File: src/rtl/core/tile_row_copy_descriptor_generator_macros.svh
// Assertion macros for the tile row copy descriptor generator.
// Used by the top level; relies on signals named clock and reset in scope.
`ifndef TILE_ROW_COPY_DESCRIPTOR_GENERATOR_MACROS_SVH
`define TILE_ROW_COPY_DESCRIPTOR_GENERATOR_MACROS_SVH

// The consequent must hold in the same cycle as the antecedent.
`define TRCDG_ASSERT_SAME(label, ante, cons, msg) \
   label: assert property (@(posedge clock) disable iff (reset) (ante) |-> (cons)) \
      else $error(msg);

// The consequent must hold in the cycle after the antecedent.
`define TRCDG_ASSERT_NEXT(label, ante, cons, msg) \
   label: assert property (@(posedge clock) disable iff (reset) (ante) |=> (cons)) \
      else $error(msg);

`endif

File: src/rtl/core/trcdg_pkg.sv
// Shared types, constants and helper functions for the tile row copy descriptor generator.
// No dependencies; imported by every module of the block.
package trcdg_pkg;

   // Build-time geometry.
   localparam int CHANNELS    = 1;
   localparam int TILE_PLANES = 1;

   // Field and internal widths.
   localparam int SRC_W      = 48;
   localparam int COPY_W     = 18;
   localparam int DST_W      = 24;
   localparam int FROW_W     = 20;
   localparam int FPLANE_W   = 18;
   localparam int ROW_CNT_W  = 4;
   localparam int PLANE_CNT_W = 2;
   localparam int TH_W       = 5;
   localparam int SHIFT_W    = 2;
   localparam int FCOL_W     = 34;
   localparam int TH_MAX     = 16;

   // Queue between the front and back parts.
   localparam int QUEUE_DEPTH = 2;
   localparam int QUEUE_AW    = 1;

   // Configuration register indexes.
   localparam logic [2:0] REG_SAMPLE_TYPE  = 3'd0;
   localparam logic [2:0] REG_IMAGE_WIDTH  = 3'd1;
   localparam logic [2:0] REG_IMAGE_HEIGHT = 3'd2;
   localparam logic [2:0] REG_IMAGE_PLANES = 3'd3;
   localparam logic [2:0] REG_ROW_STRIDE   = 3'd4;
   localparam logic [2:0] REG_PLANE_STRIDE = 3'd5;
   localparam logic [2:0] REG_TILE_WIDTH   = 3'd6;
   localparam logic [2:0] REG_TILE_HEIGHT  = 3'd7;

   // Sample encodings.
   localparam logic [2:0] ST_U8  = 3'd0;
   localparam logic [2:0] ST_U16 = 3'd1;
   localparam logic [2:0] ST_I8  = 3'd2;
   localparam logic [2:0] ST_I16 = 3'd3;
   localparam logic [2:0] ST_F32 = 3'd4;
   localparam logic [2:0] ST_U10 = 3'd5;
   localparam logic [2:0] ST_U12 = 3'd6;
   localparam logic [2:0] ST_U14 = 3'd7;

   typedef struct packed {
      logic [2:0]  sample_type;
      logic [15:0] image_width;
      logic [15:0] image_height;
      logic [15:0] image_planes;
      logic [31:0] row_stride;
      logic [31:0] plane_stride;
      logic [15:0] tile_span;
      logic [4:0]  tile_height;
   } cfg_type;

   // One tile request, fully classified by the front part.
   typedef struct packed {
      logic [SRC_W-1:0]    base;
      logic [FROW_W-1:0]   frow0;
      logic [FPLANE_W-1:0] fplane0;
      logic [COPY_W-1:0]   copy_bytes;
      logic [DST_W-1:0]    row_bytes;
      logic [TH_W-1:0]     rows;
      logic [SHIFT_W-1:0]  shift;
   } job_type;

   // One copy descriptor.
   typedef struct packed {
      logic [SRC_W-1:0]  src_byte_offset;
      logic [COPY_W-1:0] copy_bytes;
      logic [DST_W-1:0]  dst_byte_offset;
      logic              region_valid;
      logic              last_row;
   } desc_type;

   // Log2 of the bytes per sample for an encoding.
   function automatic logic [SHIFT_W-1:0] bps_shift(input logic [2:0] st);
      logic [SHIFT_W-1:0] sh;
      unique case (st) inside
         ST_U8, ST_I8: begin
            sh = 2'd0;
         end
         ST_F32: begin
            sh = 2'd2;
         end
         ST_U16, ST_I16, ST_U10, ST_U12, ST_U14: begin
            sh = 2'd1;
         end
         default: begin
            sh = 2'd1;
         end
      endcase
      return sh;
   endfunction

   // Tile height saturated to the largest supported value.
   function automatic logic [TH_W-1:0] sat_height(input logic [4:0] th);
      logic [TH_W-1:0] r;
      r = (th > TH_W'(TH_MAX)) ? TH_W'(TH_MAX) : th;
      return r;
   endfunction

endpackage

File: src/rtl/core/trcdg_back.sv
// Back part: walks the rows and planes of one queued request and emits descriptors.
// Depends on trcdg_pkg; drains trcdg_queue.
module trcdg_back
   import trcdg_pkg::*;
(
   input  logic     clock,
   input  logic     reset,
   input  cfg_type  cfg,
   input  logic     job_valid,
   input  job_type  job,
   output logic     pop,
   output logic     rsp_valid,
   input  logic     rsp_ready,
   output desc_type rsp_desc
);

   logic                   busy_ff;
   logic [ROW_CNT_W-1:0]   row_ff;
   logic [PLANE_CNT_W-1:0] plane_ff;
   logic [FROW_W-1:0]      frow_ff, frow0_ff;
   logic [FPLANE_W-1:0]    fplane_ff;
   logic [SRC_W-1:0]       cur_ff, pbase_ff;
   logic [DST_W-1:0]       dst_ff;
   logic [COPY_W-1:0]      copy_ff;
   logic [DST_W-1:0]       row_bytes_ff;
   logic [TH_W-1:0]        rows_ff;
   logic [SHIFT_W-1:0]     shift_ff;
   logic                   rsp_valid_ff;
   desc_type               rsp_desc_ff;

   logic advance, emit, row_end, last, valid;

   assign advance = !rsp_valid_ff || rsp_ready;
   assign emit    = busy_ff && advance;
   assign pop     = !busy_ff && job_valid;
   assign row_end = ({1'b0, row_ff} == rows_ff - 1'b1);
   assign last    = row_end && (plane_ff == PLANE_CNT_W'(TILE_PLANES - 1));
   assign valid   = (frow_ff < FROW_W'(cfg.image_height))
                 && (fplane_ff < FPLANE_W'(cfg.image_planes));

   assign rsp_valid = rsp_valid_ff;
   assign rsp_desc  = rsp_desc_ff;

   // Control: busy flag, counters and output valid.
   always_ff @(posedge clock) begin
      if (reset) begin
         busy_ff      <= 1'b0;
         row_ff       <= '0;
         plane_ff     <= '0;
         rsp_valid_ff <= 1'b0;
      end else begin
         if (advance) rsp_valid_ff <= emit;
         if (pop) begin
            busy_ff  <= 1'b1;
            row_ff   <= '0;
            plane_ff <= '0;
         end else if (emit) begin
            if (last) busy_ff <= 1'b0;
            if (row_end) begin
               row_ff   <= '0;
               plane_ff <= plane_ff + 1'b1;
            end else begin
               row_ff <= row_ff + 1'b1;
            end
         end
      end
   end

   // Running source index, frame row and plane, and destination offset.
   always_ff @(posedge clock) begin
      if (pop) begin
         cur_ff       <= job.base;
         pbase_ff     <= job.base;
         frow_ff      <= job.frow0;
         frow0_ff     <= job.frow0;
         fplane_ff    <= job.fplane0;
         dst_ff       <= '0;
         copy_ff      <= job.copy_bytes;
         row_bytes_ff <= job.row_bytes;
         rows_ff      <= job.rows;
         shift_ff     <= job.shift;
      end else if (emit) begin
         dst_ff <= dst_ff + row_bytes_ff;
         if (row_end) begin
            pbase_ff  <= pbase_ff + SRC_W'(cfg.plane_stride);
            cur_ff    <= pbase_ff + SRC_W'(cfg.plane_stride);
            frow_ff   <= frow0_ff;
            fplane_ff <= fplane_ff + 1'b1;
         end else begin
            cur_ff  <= cur_ff + SRC_W'(cfg.row_stride);
            frow_ff <= frow_ff + 1'b1;
         end
      end
   end

   // Output register; holds while the receiver stalls.
   always_ff @(posedge clock) begin
      if (emit) begin
         rsp_desc_ff.src_byte_offset <= valid ? (cur_ff << shift_ff) : '0;
         rsp_desc_ff.copy_bytes      <= valid ? copy_ff : '0;
         rsp_desc_ff.dst_byte_offset <= dst_ff;
         rsp_desc_ff.region_valid    <= valid;
         rsp_desc_ff.last_row        <= last;
      end
   end

endmodule

File: config.mk
export PLATFORM = sky130hd
export DESIGN_NAME = trcdg_back
export DESIGN_NICKNAME = d
export VERILOG_FILES = /design/src/rtl/core/tile_row_copy_descriptor_generator_macros.svh /design/src/rtl/core/trcdg_pkg.sv /design/src/rtl/core/trcdg_back.sv
export SDC_FILE = /design/constraint.sdc
export NUM_CORES = 1
export LEC_CHECK = 0
export BUFFER_PORTS_ARGS = -buffer_cell sky130_fd_sc_hd__buf_2
export CAP_MARGIN = 10
export CORE_ASPECT_RATIO = 1.1
export CORE_UTILIZATION = 30
export CTS_CLUSTER_SIZE = 8
export DETAILED_ROUTE_END_ITERATION = 10
export GPL_TIMING_DRIVEN = 0
export SYNTH_ARGS = -nofsm -noshare
export SYNTH_HDL_FRONTEND = slang
export SYNTH_SLANG_ARGS = --single-unit
File: constraint.sdc
create_clock -name clock -period 9.8 [get_ports clock]
set_input_delay 0.49 -clock clock [delete_from_list [all_inputs] [get_ports clock]]
set_output_delay 0.49 -clock clock [all_outputs]
set_load 0.02 [all_outputs]
=== Word-level counts from Yosys, hierarchy flattened ===
Cells that the tools add are included.

* Output and inout bits: 94
* Input bits: 275
* Bits in registers: 327
* Logic and storage cells: 62

* Muxes and demuxes: 16
* Shift-type cells: 1
* Magnitude comparators: 2
* Equal/unequal tests: 1
* $add $sub $neg: 8
* Reductions and logical operators: 15

{| class="wikitable"
|+ Operator list
! kind !! number
|-
| 48-bit two-way mux || 6
|-
| 48-bit by 32-bit adder with 48-bit output || 2
|-
| 20-bit two-way mux || 3
|-
| 18-bit two-way mux || 3
|-
| 48-bit by 2-bit << shifter with 48-bit output || 1
|-
| 24-bit adder || 1
|-
| 20-bit by 1-bit adder with 20-bit output (second input constant) || 1
|-
| 20-bit by 16-bit less-than comparator with 1-bit output || 1
|-
| 18-bit by 1-bit adder with 18-bit output (second input constant) || 1
|-
| 18-bit by 16-bit less-than comparator with 1-bit output || 1
|-
| 2-bit AND reduction || 3
|-
| 2-bit nonzero test || 3
|-
| 4-bit by 5-bit == test with 1-bit output || 1
|-
| 5-bit by 1-bit subtractor with 5-bit output (second input constant) || 1
|-
| 4-bit by 1-bit adder with 4-bit output (second input constant) || 1
|-
| 1-bit logical AND || 4
|-
| 4-bit two-way mux || 1
|-
| 1-bit two-way mux || 3
|-
| 2-bit by 1-bit adder with 2-bit output (second input constant) || 1
|-
| 1-bit zero test || 2
|-
| 2-bit zero test || 1
|-
| 2-bit OR reduction || 1
|-
| 1-bit logical OR || 1
|}

=== Logic depth before layout (Yosys ltp) ===
Gate-level depths: netlist of the first run.

* Depth after elaboration: 6
* Mapped depth: 13
* Mapped depth without buffers: 12

=== Worst setup path after synthesis of the first run ===
No wires, ideal clock.

* Path type: reg-to-reg
* From: register rows_ff[0]
* To: register fplane_ff[0] (enable)
* Clock period less this slack: 7,395 ps
* Slack: 2,405 ps
* Path buffers: 1
* Required time: 9,219 ps
* Library setup time: 581 ps
* Arrival: 6,814 ps
* Stages on the path, launching flop included: 11
* Cells stage by stage: edfxtp_1 > inv_1 > ha_1 > nor2b_1 > o21ba_2 > a211oi_1 > a41oi_1 > nor4_2 > inv_2 > clkbuf_1 > o21ai_0

* Cells in the longest elaborated chain, start to end: 4

{| class="wikitable"
|+ Ends and longest elaborated chain
! what !! RTL line !! text
|-
| start, declared || trcdg_back.sv:26 || <nowiki>logic [TH_W-1:0] rows_ff;</nowiki>
|-
| start signal, assigned || trcdg_back.sv:80 || <nowiki>rows_ff <= job.rows;</nowiki>
|-
| 5-bit by 1-bit subtractor with 5-bit output || trcdg_back.sv:36 || <nowiki>assign row_end = ({1'b0, row_ff} == rows_ff - 1'b1);</nowiki>
|-
| 4-bit by 5-bit == test with 1-bit output || trcdg_back.sv:36 ||
|-
| 2-bit nonzero test (no source line) || n/a ||
|-
| 2-bit AND reduction (no source line) || n/a ||
|-
| end signal, assigned || trcdg_back.sv:76 || <nowiki>fplane_ff <= job.fplane0;</nowiki>
|-
| end signal, assigned || trcdg_back.sv:88 || <nowiki>fplane_ff <= fplane_ff + 1'b1;</nowiki>
|-
| end, declared || trcdg_back.sv:21 || <nowiki>logic [FPLANE_W-1:0] fplane_ff;</nowiki>
|}

Every way passes these cells.
A chain may end at the register's enable or synchronous reset.

=== Worst setup path after layout of the first run ===
* From: register rows_ff[0]
* To: register cur_ff[13], data pin

* Cells in the longest elaborated chain, start to end: 5

{| class="wikitable"
|+ Ends and longest elaborated chain
! what !! RTL line !! text
|-
| 5-bit by 1-bit subtractor with 5-bit output || trcdg_back.sv:36 ||
|-
| 4-bit by 5-bit == test with 1-bit output || trcdg_back.sv:36 ||
|-
| 48-bit two-way mux || trcdg_back.sv:84 || <nowiki>if (row_end) begin</nowiki>
|-
| 48-bit two-way mux || trcdg_back.sv:82 || <nowiki>end else if (emit) begin</nowiki>
|-
| 48-bit two-way mux || trcdg_back.sv:71 || <nowiki>if (pop) begin</nowiki>
|-
| end signal, assigned || trcdg_back.sv:72 || <nowiki>cur_ff <= job.base;</nowiki>
|-
| end signal, assigned || trcdg_back.sv:86 || <nowiki>cur_ff <= pbase_ff + SRC_W'(cfg.plane_stride);</nowiki>
|-
| end signal, assigned || trcdg_back.sv:90 || <nowiki>cur_ff <= cur_ff + SRC_W'(cfg.row_stride);</nowiki>
|-
| end, declared || trcdg_back.sv:22 || <nowiki>logic [SRC_W-1:0] cur_ff, pbase_ff;</nowiki>
|}

Every way passes these cells. The select of a mux whose other input is x is not followed.

==> impl_metrics.yaml, run 1 <==
run:
  max_cap_violations: 0
power:
  p_leak_nw: 9.77
  intPower_w: 0.00338
  power.switching_w: 0.00176
  swShare_pct: 34.2
  power_density_mw_per_mm2: 211
  ir_worst_vdd_mv: 0.126
  power_w: 0.00514
  power_frac_seq_pct: 38.1
  p_clk_share_pct: 30.0
  p_comb_share_pct: 31.9
floorplan:
  die_y_um: 273
  rows: 99
  ios: 369
  dieWidth_um: 249
  core_region_area_mm2: 0.0663
  start_util_pct: 30.3
  dieArea_mm2: 0.0679
critical_path:
  crit_chain: "inv_1 > ha_1 > nor2b_1 > a21oi_1 > a211oi_1 > a41oi_1 > nor4_2 > clkbuf_1 > buf_1 > nand2_1 > o21ai_0 > a21oi_1"
  path_common_cell: "a21oi_1"
  start_kind: "register"
  path_depth: 12
  r2r_cells: 12
  reg2reg_slack_ps: 5160
  cp_top_family: "buffers and inverters"
  path_class: "reg2reg"
  cp-startpoint: "rows_ff[0]"
  worstSetupEndpoint: "cur_ff[13]"
  r2r-start: "rows_ff[0]"
  required_ps: 10100
  worst_path_max_delay_cell: "nor4_2"
  cpPeakStageDelay_ps: 1010
  path_buf_inv: 3
  cp.arrival_ps: 4940
  cp_max_fo: 10
  cp-end-kind: "register"
  r2r-end: "cur_ff[13]"
synth:
  synth_top_area_cell: "edfxtp_1"
  synth_top_cell_area_share_pct: 44.1
  ys_warn_count: 0
  synthCells: 1936
  avgSynthCellArea_um2: 10.4
  synth.distinct_cells: 75
  synth-main-ff-cell: "edfxtp_1"
  syn_nets: 2336
  synthesis.area_mm2: 0.0201
  ys_ff_latch: 327
  synthTopCellsByArea: "edfxtp_1 44%, ha_1 7.6%, mux4_2 4.9%"
  synth_edf_count: 295
  yosysSeqAreaShare_pct: 47.3
  synthArstFlopShare_pct: 0
finish:
  drive_gt1_share_pct: 19.5
  area_growth_pct: 21.1
  utilization_pct: 36.7
  final_nets: 2719
grt:
  grt_overflow: 0
  grt_max_degree: 68
  grt_pass1_wl_um: 99100
  first_global_vias: 16600
  antenna_found_initial: 23
  gr-usage-all-layers_pct: 19.3
clock_tree:
  clk_latency_ps: 610
  holdBufCountCts: 0
  cts_root_buffer: "clkbuf_16"
  numCtsBuffers: 47
  ctsResizeCount: 0
  htree_levels: 2
  cts.sinks: 327
  path_clk_slew_ps: 60
  cts.path.max_buffers: 3
  cts_tree: "built"
  cts_setup_buffers: 0
placed_design:
  dp_hpwl_um: 51900
  portBuffers: 328
  gp_congestion: 0.921
timing:
  finalSetupViolCount: 0
  fmaxAchievable_ghz: 0.215
  slew-limit-headroom_pct: 13.5
  min_period_ps: 4640
  fin_worst_skew_ps: 36.4
  hold_viol: 0
  tightest_slew_ps: 1290
  slew_violations: 0
  timing.final.crit_share_pct: 47.4
  rsz0062_at_grt: "no"
drt:
  vias_per_cell: 5.22
  drtAntennaViolNets: 0
  drc: 0
  drt_iter0_markers: 1183
  avgRoutedWirePerCell_um: 21.1
  vias: 16800
  drt-pass1-iter-count: 5
  drt-total-wl_um: 67600
run_status:
  status: "finished clean"
worst_hold_path:
  hold_path_class: "in2reg"
[cell families (layout without fill, tap and decap cells)]
logic type / after synthesis / count (layout) / share of synthesized area (%)
adders and majority gates: 125 / 125 / 7.91
AOI/OAI and AO/OA: 471 / 471 / 14.7
and+or+nand+nor: 637 / 637 / 15.0
muxes: 59 / 59 / 5.72
xor gates and xnor gates: 137 / 137 / 5.98
DFF: 327 / 327 / 47.3
buffers and inverters: 180 / 590 / 3.39
other: 0 / 7 / 0
[flip-flops by register name, summed over array words and instances (netlist names)]
signal	cells
busy_ff	1
rsp_valid	1
frow_ff	20
frow0_ff	20
plane_ff	2
pbase_ff	48
cur_ff	48
copy_ff	18
fplane_ff	18
rsp_desc	92
shift_ff	2
row_ff	4
row_bytes_ff	24
rows_ff	5
dst_ff	24
[cells in the final DEF (no fill, tap or decap), types with 14 or more instances in the layout]
master,instances
clkbuf_1,94
xor2_1,71
dfxtp_1,32
o21ai_0,107
inv_1,88
nor2b_1,57
a21o_1,48
o21bai_1,17
nor2_1,157
ha_1,122
nand2_1,213
o221ai_1,14
mux4_2,44
a21oi_1,160
a211oi_1,19
nor3_1,23
xnor2_1,66
nand4_1,30
nand3_1,66
clkbuf_16,48
buf_2,332
and3_1,33
buf_1,15
edfxtp_1,295
[how the worst min path moves through the flow]
stage,start,end,slack [ps],cells past startpoint
2_1_floorplan,dst_ff[23],dst_ff[23],430,1
3_3_place_gp,dst_ff[23],rsp_desc[25],440,0
3_5_place_dp,dst_ff[23],rsp_desc[25],450,0
4_1_cts,job[74],frow0_ff[7],30,1
5_1_grt,job[43],copy_ff[12],40,1
6_report,job[74],frow0_ff[7],80,1
[worst register-to-register path, cell delays in order, from the launching register on]
cell and delay (ps):
edfxtp_1 430, inv_1 80, ha_1 150, nor2b_1 220, a21oi_1 100, a211oi_1 240, a41oi_1 80, nor4_2 1010
clkbuf_1 840, buf_1 860, nand2_1 110, o21ai_0 120, a21oi_1 120
[cells in the mapped netlist, types with 44 or more instances]
cell	n
a21oi_1	160
a21o_1	48
inv_1	89
xor2_1	71
mux4_2	44
ha_1	122
clkbuf_1	69
nor2_1	157
nand3_1	66
nor2b_1	57
xnor2_1	66
nand2_1	213
o21ai_0	108
edfxtp_1	295
[layer usage]
metal  part of all wire (%)  wire, um  vias to the layer above  GRT usage (%)
li1                       -         -                     7925              -
met4                    3.1      2110                       26           6.69
met1                     41     28000                     8077           23.6
met3                    6.9      4690                      142           4.42
met5                   0.24       164                        -              0
met2                     48     32700                      585           33.3
[final cells by class]
type | count | area (um^2)
clock buffer | 74 | 1300
timing repair buffer | 334 | 1780
antenna | 7 | 17.5
clock inverter | 2 | 50.0
tap | 858 | 1070
inverter | 91 | 344
multi-input combinational | 1429 | 9900
buffer | 89 | 344
sequential | 327 | 9500
fill | 6662 | 42000
[power groups by stage]
stage	combinational (W)	clock, W	sequential, W
2_1_floorplan	0.00117	0	0.00194
3_3_place_gp	0.00158	0	0.00199
3_5_place_dp	0.00162	0	0.00198
4_1_cts	0.00163	0.00159	0.00195
5_1_grt	0.00181	0.00163	0.00198
6_report	0.00164	0.00154	0.00196
[metrics by stage]
step	instance area [um^2]	hold WS, ps	worst slack [ps]	setup TNS [ps]	instances
after floorplan	20100	429	2400	0	1936
after global placement	22800	445	-1910	-125520	3122
after detailed placement	22900	449	5090	0	3128
after CTS	24300	32.4	5090	0	3204
after global routing	24300	43.0	4830	0	3209
final	24300	76.5	5160	0	3211
Note: power is estimated with default switching activity, not from simulation.
==> run 2: changes to the inputs <==
ABC_AREA = 1   (was not set)
clock period = 3.8 ns   (was 9.8 ns; I/O delays follow)
==> run 2 against run 1 <==
  * Flip-flop and latch count is the same
  * Via count increased by 32%
  * Power grew to 2.7 times the previous value
  * Clock power increased to 2.6 times the previous value
  * Critical path depth decreased by 7
  * Global-route usage rose by 2.4 points
  * Count of clock-buffer cells in the layout decreased by 10
  * Critical endpoint is now pop
  * Largest power group unchanged
==> impl_metrics.yaml, run 2 <==
synth:
  synth-simple-area-share_pct: 30.8
  synth-compound-area-share_pct: 8.95
  yosysSeqAreaShare_pct: 41.3
  synth_top_cell_area_share_pct: 38.5
  avgSynthCellArea_um2: 7.28
  synth_top_area_cell: "edfxtp_1"
  synthMuxAreaShare_pct: 0
  ys_ff_latch: 327
  synthesis.area_mm2: 0.0230
  synthCells: 3157
  syn_nets: 3557
  synth_edf_count: 295
  synth_top_family_by_area: "simple AND/OR/NAND/NOR gates"
  ys_top_cells_by_count: "1115 x nand2_1, 474 x inv_1, 295 x edfxtp_1"
  ys_warn_count: 0
  synthTopCellsByArea: "edfxtp_1 39%, nand2_1 18%, inv_1 7.7%"
  synth.distinct_cells: 58
  synth_fa_ha_area_share_pct: 6.90
  yosys.area_share.xor_xnor_pct: 2.74
  synthArstFlopShare_pct: 0
  synth-main-ff-cell: "edfxtp_1"
  yosysMostFrequentCell: "nand2_1"
timing:
  finalSetupViolCount: 0
  tightest_slew_ps: 1070
  rsz0062_at_grt: "no"
  slew_violations: 0
  slew-limit-headroom_pct: 28.4
  worst_slack_ps: 372
  hold_viol: 0
  hold_slack_ps: 5.22
  fmaxAchievable_ghz: 0.292
  min_period_ps: 3430
  timing.final.crit_share_pct: 90.2
  fin_worst_skew_ps: 26.6
grt:
  first_global_vias: 21000
  use_met2_pct: 38.6
  grtUsageMet3_pct: 2.44
  grt-busiest-layer: "met2"
  antenna_found_initial: 2
  grt_pass1_wl_um: 126000
  grt_max_degree: 61
  met1_usage_pct: 27.1
  grt_overflow: 0
  gr-usage-all-layers_pct: 21.7
critical_path:
  required_ps: 3610
  worst_path_max_delay_cell: "nor2_1"
  cp-startpoint: "busy_ff"
  path_common_cell: "buf_2"
  reg2reg_slack_ps: 420
  cp_top_family: "buffers and inverters"
  r2r-end: "cur_ff[1]"
  cpPeakStageDelay_ps: 650
  worstSetupEndpoint: "pop"
  path_class: "reg2out"
  start_kind: "register"
  r2r_cells: 6
  cp_max_fo: 59
  cp-end-kind: "output port"
  r2r-start: "busy_ff"
  path_buf_inv: 4
  cp.arrival_ps: 3240
  crit_chain: "nor2_1 > buf_2 > buf_4 > buf_16 > buf_2"
  path_depth: 5
clock_tree:
  cts.sinks: 327
  cts_setup_buffers: 0
  cts_tree: "built"
  cts_root_buffer: "clkbuf_16"
  htree_levels: 2
  clk_latency_ps: 600
  numCtsBuffers: 48
  ctsResizeCount: 0
  path_clk_slew_ps: 50
  holdBufCountCts: 117
  cts.path.max_buffers: 3
floorplan:
  dieArea_mm2: 0.0777
  dieWidth_um: 266
  ios: 369
  die_y_um: 292
  start_util_pct: 30.3
  rows: 106
  core_region_area_mm2: 0.0759
power:
  power_density_mw_per_mm2: 479
  p_leak_nw: 13.9
  ir_worst_vdd_mv: 0.378
placed_design:
  gp_congestion: 0.957
  pre_cts_slack_ps: 320
  placed_area_mm2: 0.0260
  placed_cells: 4515
  dp_hpwl_um: 69500
  portBuffers: 328
drt:
  vias: 22100
  drtAntennaViolNets: 0
  avgRoutedWirePerCell_um: 18.2
  drc: 0
  drt-total-wl_um: 85800
  drt_iter0_markers: 1544
  vias_per_cell: 4.70
  drt-pass1-iter-count: 6
run_status:
  status: "finished clean"
finish:
  final_cell_mix: "1113 x nand2_1, 474 x inv_1, 341 x buf_2"
  final_nets: 4056
  antenna_cells: 0
  nFillCells: 8250
  area_growth_pct: 24.3
  fin_area_mm2: 0.0286
  layout_commonest_cell: "nand2_1"
  largest_reg_flops: 92
  drive_gt1_share_pct: 12.8
  final_cells: 4704
worst_hold_path:
  hold_path.startpoint: "job[134]"
  hold_path_class: "in2reg"
run:
  max_cap_violations: 0
==> run 2: changes by cell type after synthesis, moves of 27 or more <==
| cell | previous run | this run |
|---|---|---|
| xnor2_1 | 66 | 28 |
| nand3_1 | 66 | 195 |
| a21o_1 | 48 | 5 |
| nand2_1 | 213 | 1115 |
| and3_1 | 33 | 0 |
| inv_1 | 89 | 474 |
| mux4_2 | 44 | 0 |
| nor2_1 | 157 | 254 |
| xor2_1 | 71 | 44 |
| clkbuf_1 | 69 | 37 |
| nor2b_1 | 57 | 0 |
| o21ai_0 | 108 | 155 |
==> run 2: metal layers <==
metal / vias up / routed length, um
met5: - / 22
met4: 4 / 2700
met3: 121 / 4530
met2: 659 / 42400
met1: 10100 / 36200
li1: 11200 / -
==> run 2: cell type report <==
type	instances	area [um^2]	area share [%]
Sequential cell	327	9500	33.3
Buffer	67	332	1.16
Multi-Input combinational cell	2281	11400	39.8
Clock inverter	8	88.8	0.311
Inverter	482	1810	6.34
Tap cell	1026	1280	4.50
Clock buffer	64	1260	4.42
Timing Repair Buffer	449	2920	10.2
==> run 2: power by group <==
part	total [W]	switching (W)	internal (W)
clock	0.00396	0.00165	0.00230
sequential	0.00495	0.000424	0.00453
combinational	0.00478	0.00314	0.00164
total	0.0137	0.00522	0.00847
==> run 2: worst min-delay path: stages <==
cell     delay (ps)
buf_2           100
nand2_1         120
nand2_1          90
==> run 2: how the worst min path moves through the flow <==
stage | endpoint | slack (ps) | depth (start not counted)
final | pbase_ff[47] | 5 | 3
after global routing | pbase_ff[47] | 9 | 3
after CTS | pbase_ff[47] | 0.6 | 3
after detailed placement | row_bytes_ff[0] | 370 | 1
after global placement | copy_ff[16] | 370 | 1
after floorplan | rsp_valid | 260 | 1
==> run 2: through the flow <==
stage          power, W  setup TNS, ps  util [%]
3_3_place_gp    0.00965        -342510      34.2
5_1_grt          0.0145              0      37.6
2_1_floorplan   0.00806              0         -
3_5_place_dp    0.00968              0      34.3
6_report         0.0137              0      37.6
4_1_cts          0.0138              0      37.6
==> run 2: cell families (layout without fill, tap and decap cells) <==
family          count (synthesis)  in the layout
fa+ha+maj                     125            125
xor+xnor                       72             72
flops                         327            327
buf+inv                       549           1070
simple gates                 1706           1706
compound gates                378            378
==> run 3: changes to the inputs <==
ABC_AREA = 0   (was 1)
ABC_CLOCK_PERIOD_IN_PS = 3800   (was not set)
CTS_CLUSTER_DIAMETER = 60   (was not set)
==> run 3 against run 2 <==
  * Global-route usage fell by 2.0 points
  * Power rose by 1.8%
  * Clock skew rose by 3.2 ps
  * Worst setup slack got worse by 190 ps
  * Via count fell by 22%
  * Sequential share of layout area rose by 3.2 points
  * Utilization rose by 1.7 points
  * Count of clock-buffer cells in the layout rose by 1
  * First-iteration DRC count fell by 25%
  * Final cell count fell by 29%
==> impl_metrics.yaml, run 3 (synthesized netlist as in run 1, its figures left out) <==
grt:
  antenna_found_initial: 16
  grt_pass1_wl_um: 102000
  grt_max_degree: 68
  gr-usage-all-layers_pct: 19.7
  grt_overflow: 0
  first_global_vias: 17300
floorplan:
  ios: 369
  dieWidth_um: 249
  rows: 99
  core_region_area_mm2: 0.0663
  die_y_um: 273
  start_util_pct: 30.3
  dieArea_mm2: 0.0679
drt:
  drc: 0
  drt_iter0_markers: 1165
  vias_per_cell: 5.14
  drt-pass1-iter-count: 5
  drt-total-wl_um: 68300
  vias: 17300
  avgRoutedWirePerCell_um: 20.3
  drtAntennaViolNets: 0
clock_tree:
  path_clk_slew_ps: 50
  clk_latency_ps: 600
  htree_levels: 2
  numCtsBuffers: 51
  cts.sinks: 327
  cts_root_buffer: "clkbuf_16"
  cts_tree: "built"
  cts.path.max_buffers: 3
timing:
  slew-limit-headroom_pct: 12.8
  min_period_ps: 3620
  hold_viol: 0
  fmaxAchievable_ghz: 0.277
  timing.final.crit_share_pct: 95.1
  finalSetupViolCount: 0
  tightest_slew_ps: 1300
  fin_worst_skew_ps: 29.8
  slew_violations: 0
  rsz0062_at_grt: "no"
power:
  ir_worst_vdd_mv: 0.315
  power_density_mw_per_mm2: 535
  p_leak_nw: 10.5
  power_w: 0.0139
critical_path:
  path_class: "reg2reg"
  cpPeakStageDelay_ps: 400
  worst_path_max_delay_cell: "fa_1"
  path_buf_inv: 2
  crit_chain: "ha_1 > inv_1 > fa_1 > nand2b_1 > a211oi_2 > o21ai_1 > a31oi_2 > nor4bb_1 > nor4_4 > buf_4 > nand3_1 > xor2_1 > o221ai_1"
  start_kind: "register"
  cp.arrival_ps: 3930
  cp_top_family: "compound AO/OA/AOI/OAI gates"
  cp-end-kind: "register"
  required_ps: 4110
  cp_max_fo: 7
placed_design:
  placed_cells: 3128
  gp_congestion: 0.915
  portBuffers: 328
  dp_hpwl_um: 51800
finish:
  utilization_pct: 39.3
  area_growth_pct: 29.8
  layout_commonest_cell: "buf_2"
  final_cells: 3359
  drive_gt1_share_pct: 19.8
  final_nets: 2872
  final_cell_mix: "332 x buf_2, 295 x edfxtp_1, 213 x nand2_1"
  nFillCells: 6533
  largest_reg_flops: 92
run_status:
  status: "finished clean"
run:
  max_cap_violations: 0
worst_hold_path:
  hold_path_class: "in2reg"
## run 3: changes by cell type in the layout (fill, tap and decap cells not counted), sizes merged, moves of 57 or more
cell | before | now
inv | 482 | 91
nand2 | 1123 | 213
nand3 | 200 | 66
nor2 | 274 | 157
nor2b | 0 | 57
o21ai | 175 | 114
## run 3: power breakdown
| part | internal, W | switching (W) | leakage, nW | total [W] |
|---|---|---|---|---|
| clock network | 0.00281 | 0.00169 | 0.763 | 0.00450 |
| registers | 0.00457 | 0.000463 | 3.14 | 0.00503 |
| logic | 0.00193 | 0.00247 | 6.64 | 0.00440 |
## run 3: final timing paths
kind                                  start           end  slack, ps  depth (start not counted)
worst max-delay path            pbase_ff[0]    cur_ff[38]        180                         13
worst min-delay path               job[100]  pbase_ff[13]         50                          3
worst max register to register  pbase_ff[0]    cur_ff[38]        180                         13
worst min register to register   dst_ff[23]  rsp_desc[25]        460                          0
## run 3: routing by layer
layer | vias to the layer above | global-route usage [%] | part of all wire, %
met5 | - | 0 | 0.17
met4 | 22 | 5.30 | 2.5
met3 | 121 | 4.29 | 6.8
met2 | 542 | 34.8 | 49
met1 | 8356 | 24.2 | 41
li1 | 8232 | - | -
## run 3: timing repair
action,4_1_cts,5_1_grt
endpoints found under the setup margin,170,164
hold buffers,138,0
hold endpoints to repair,193,0
gates resized for setup,10,7
gates cloned,0,0
setup buffers,5,6
pin swaps,3,3
## run 3: worst register-to-register path: stages (launching register included)
cell and delay, ps:
edfxtp_1 320, ha_1 200, inv_1 70, fa_1 400
nand2b_1 190, a211oi_2 400, o21ai_1 260, a31oi_2 350
nor4bb_1 170, nor4_4 280, buf_4 190, nand3_1 100
xor2_1 260, o221ai_1 150
## run 3: area by class of cell
cell class / instances / area, um^2 / area share (%)
timing repair buffer: 483 / 3230 / 12.4
multi-input combinational: 1429 / 9960 / 38.2
sequential: 327 / 9500 / 36.5
tap: 858 / 1070 / 4.12
buffer: 89 / 354 / 1.36
antenna: 5 / 12.5 / 0.0480
clock inverter: 12 / 226 / 0.869
inverter: 91 / 345 / 1.33
clock buffer: 65 / 1350 / 5.18
## run 3: stage by stage
stage	cell area (um^2)	setup TNS, ps	worst slack, ps	hold WS [ps]
finish	26100	0	185	50.3
global route	26000	0	15.0	56.0
CTS	26000	0	2.57	31.4
detailed placement	22900	-68460	-846	368
global placement	22800	-425700	-2880	368
floorplan	20100	0	44.0	262
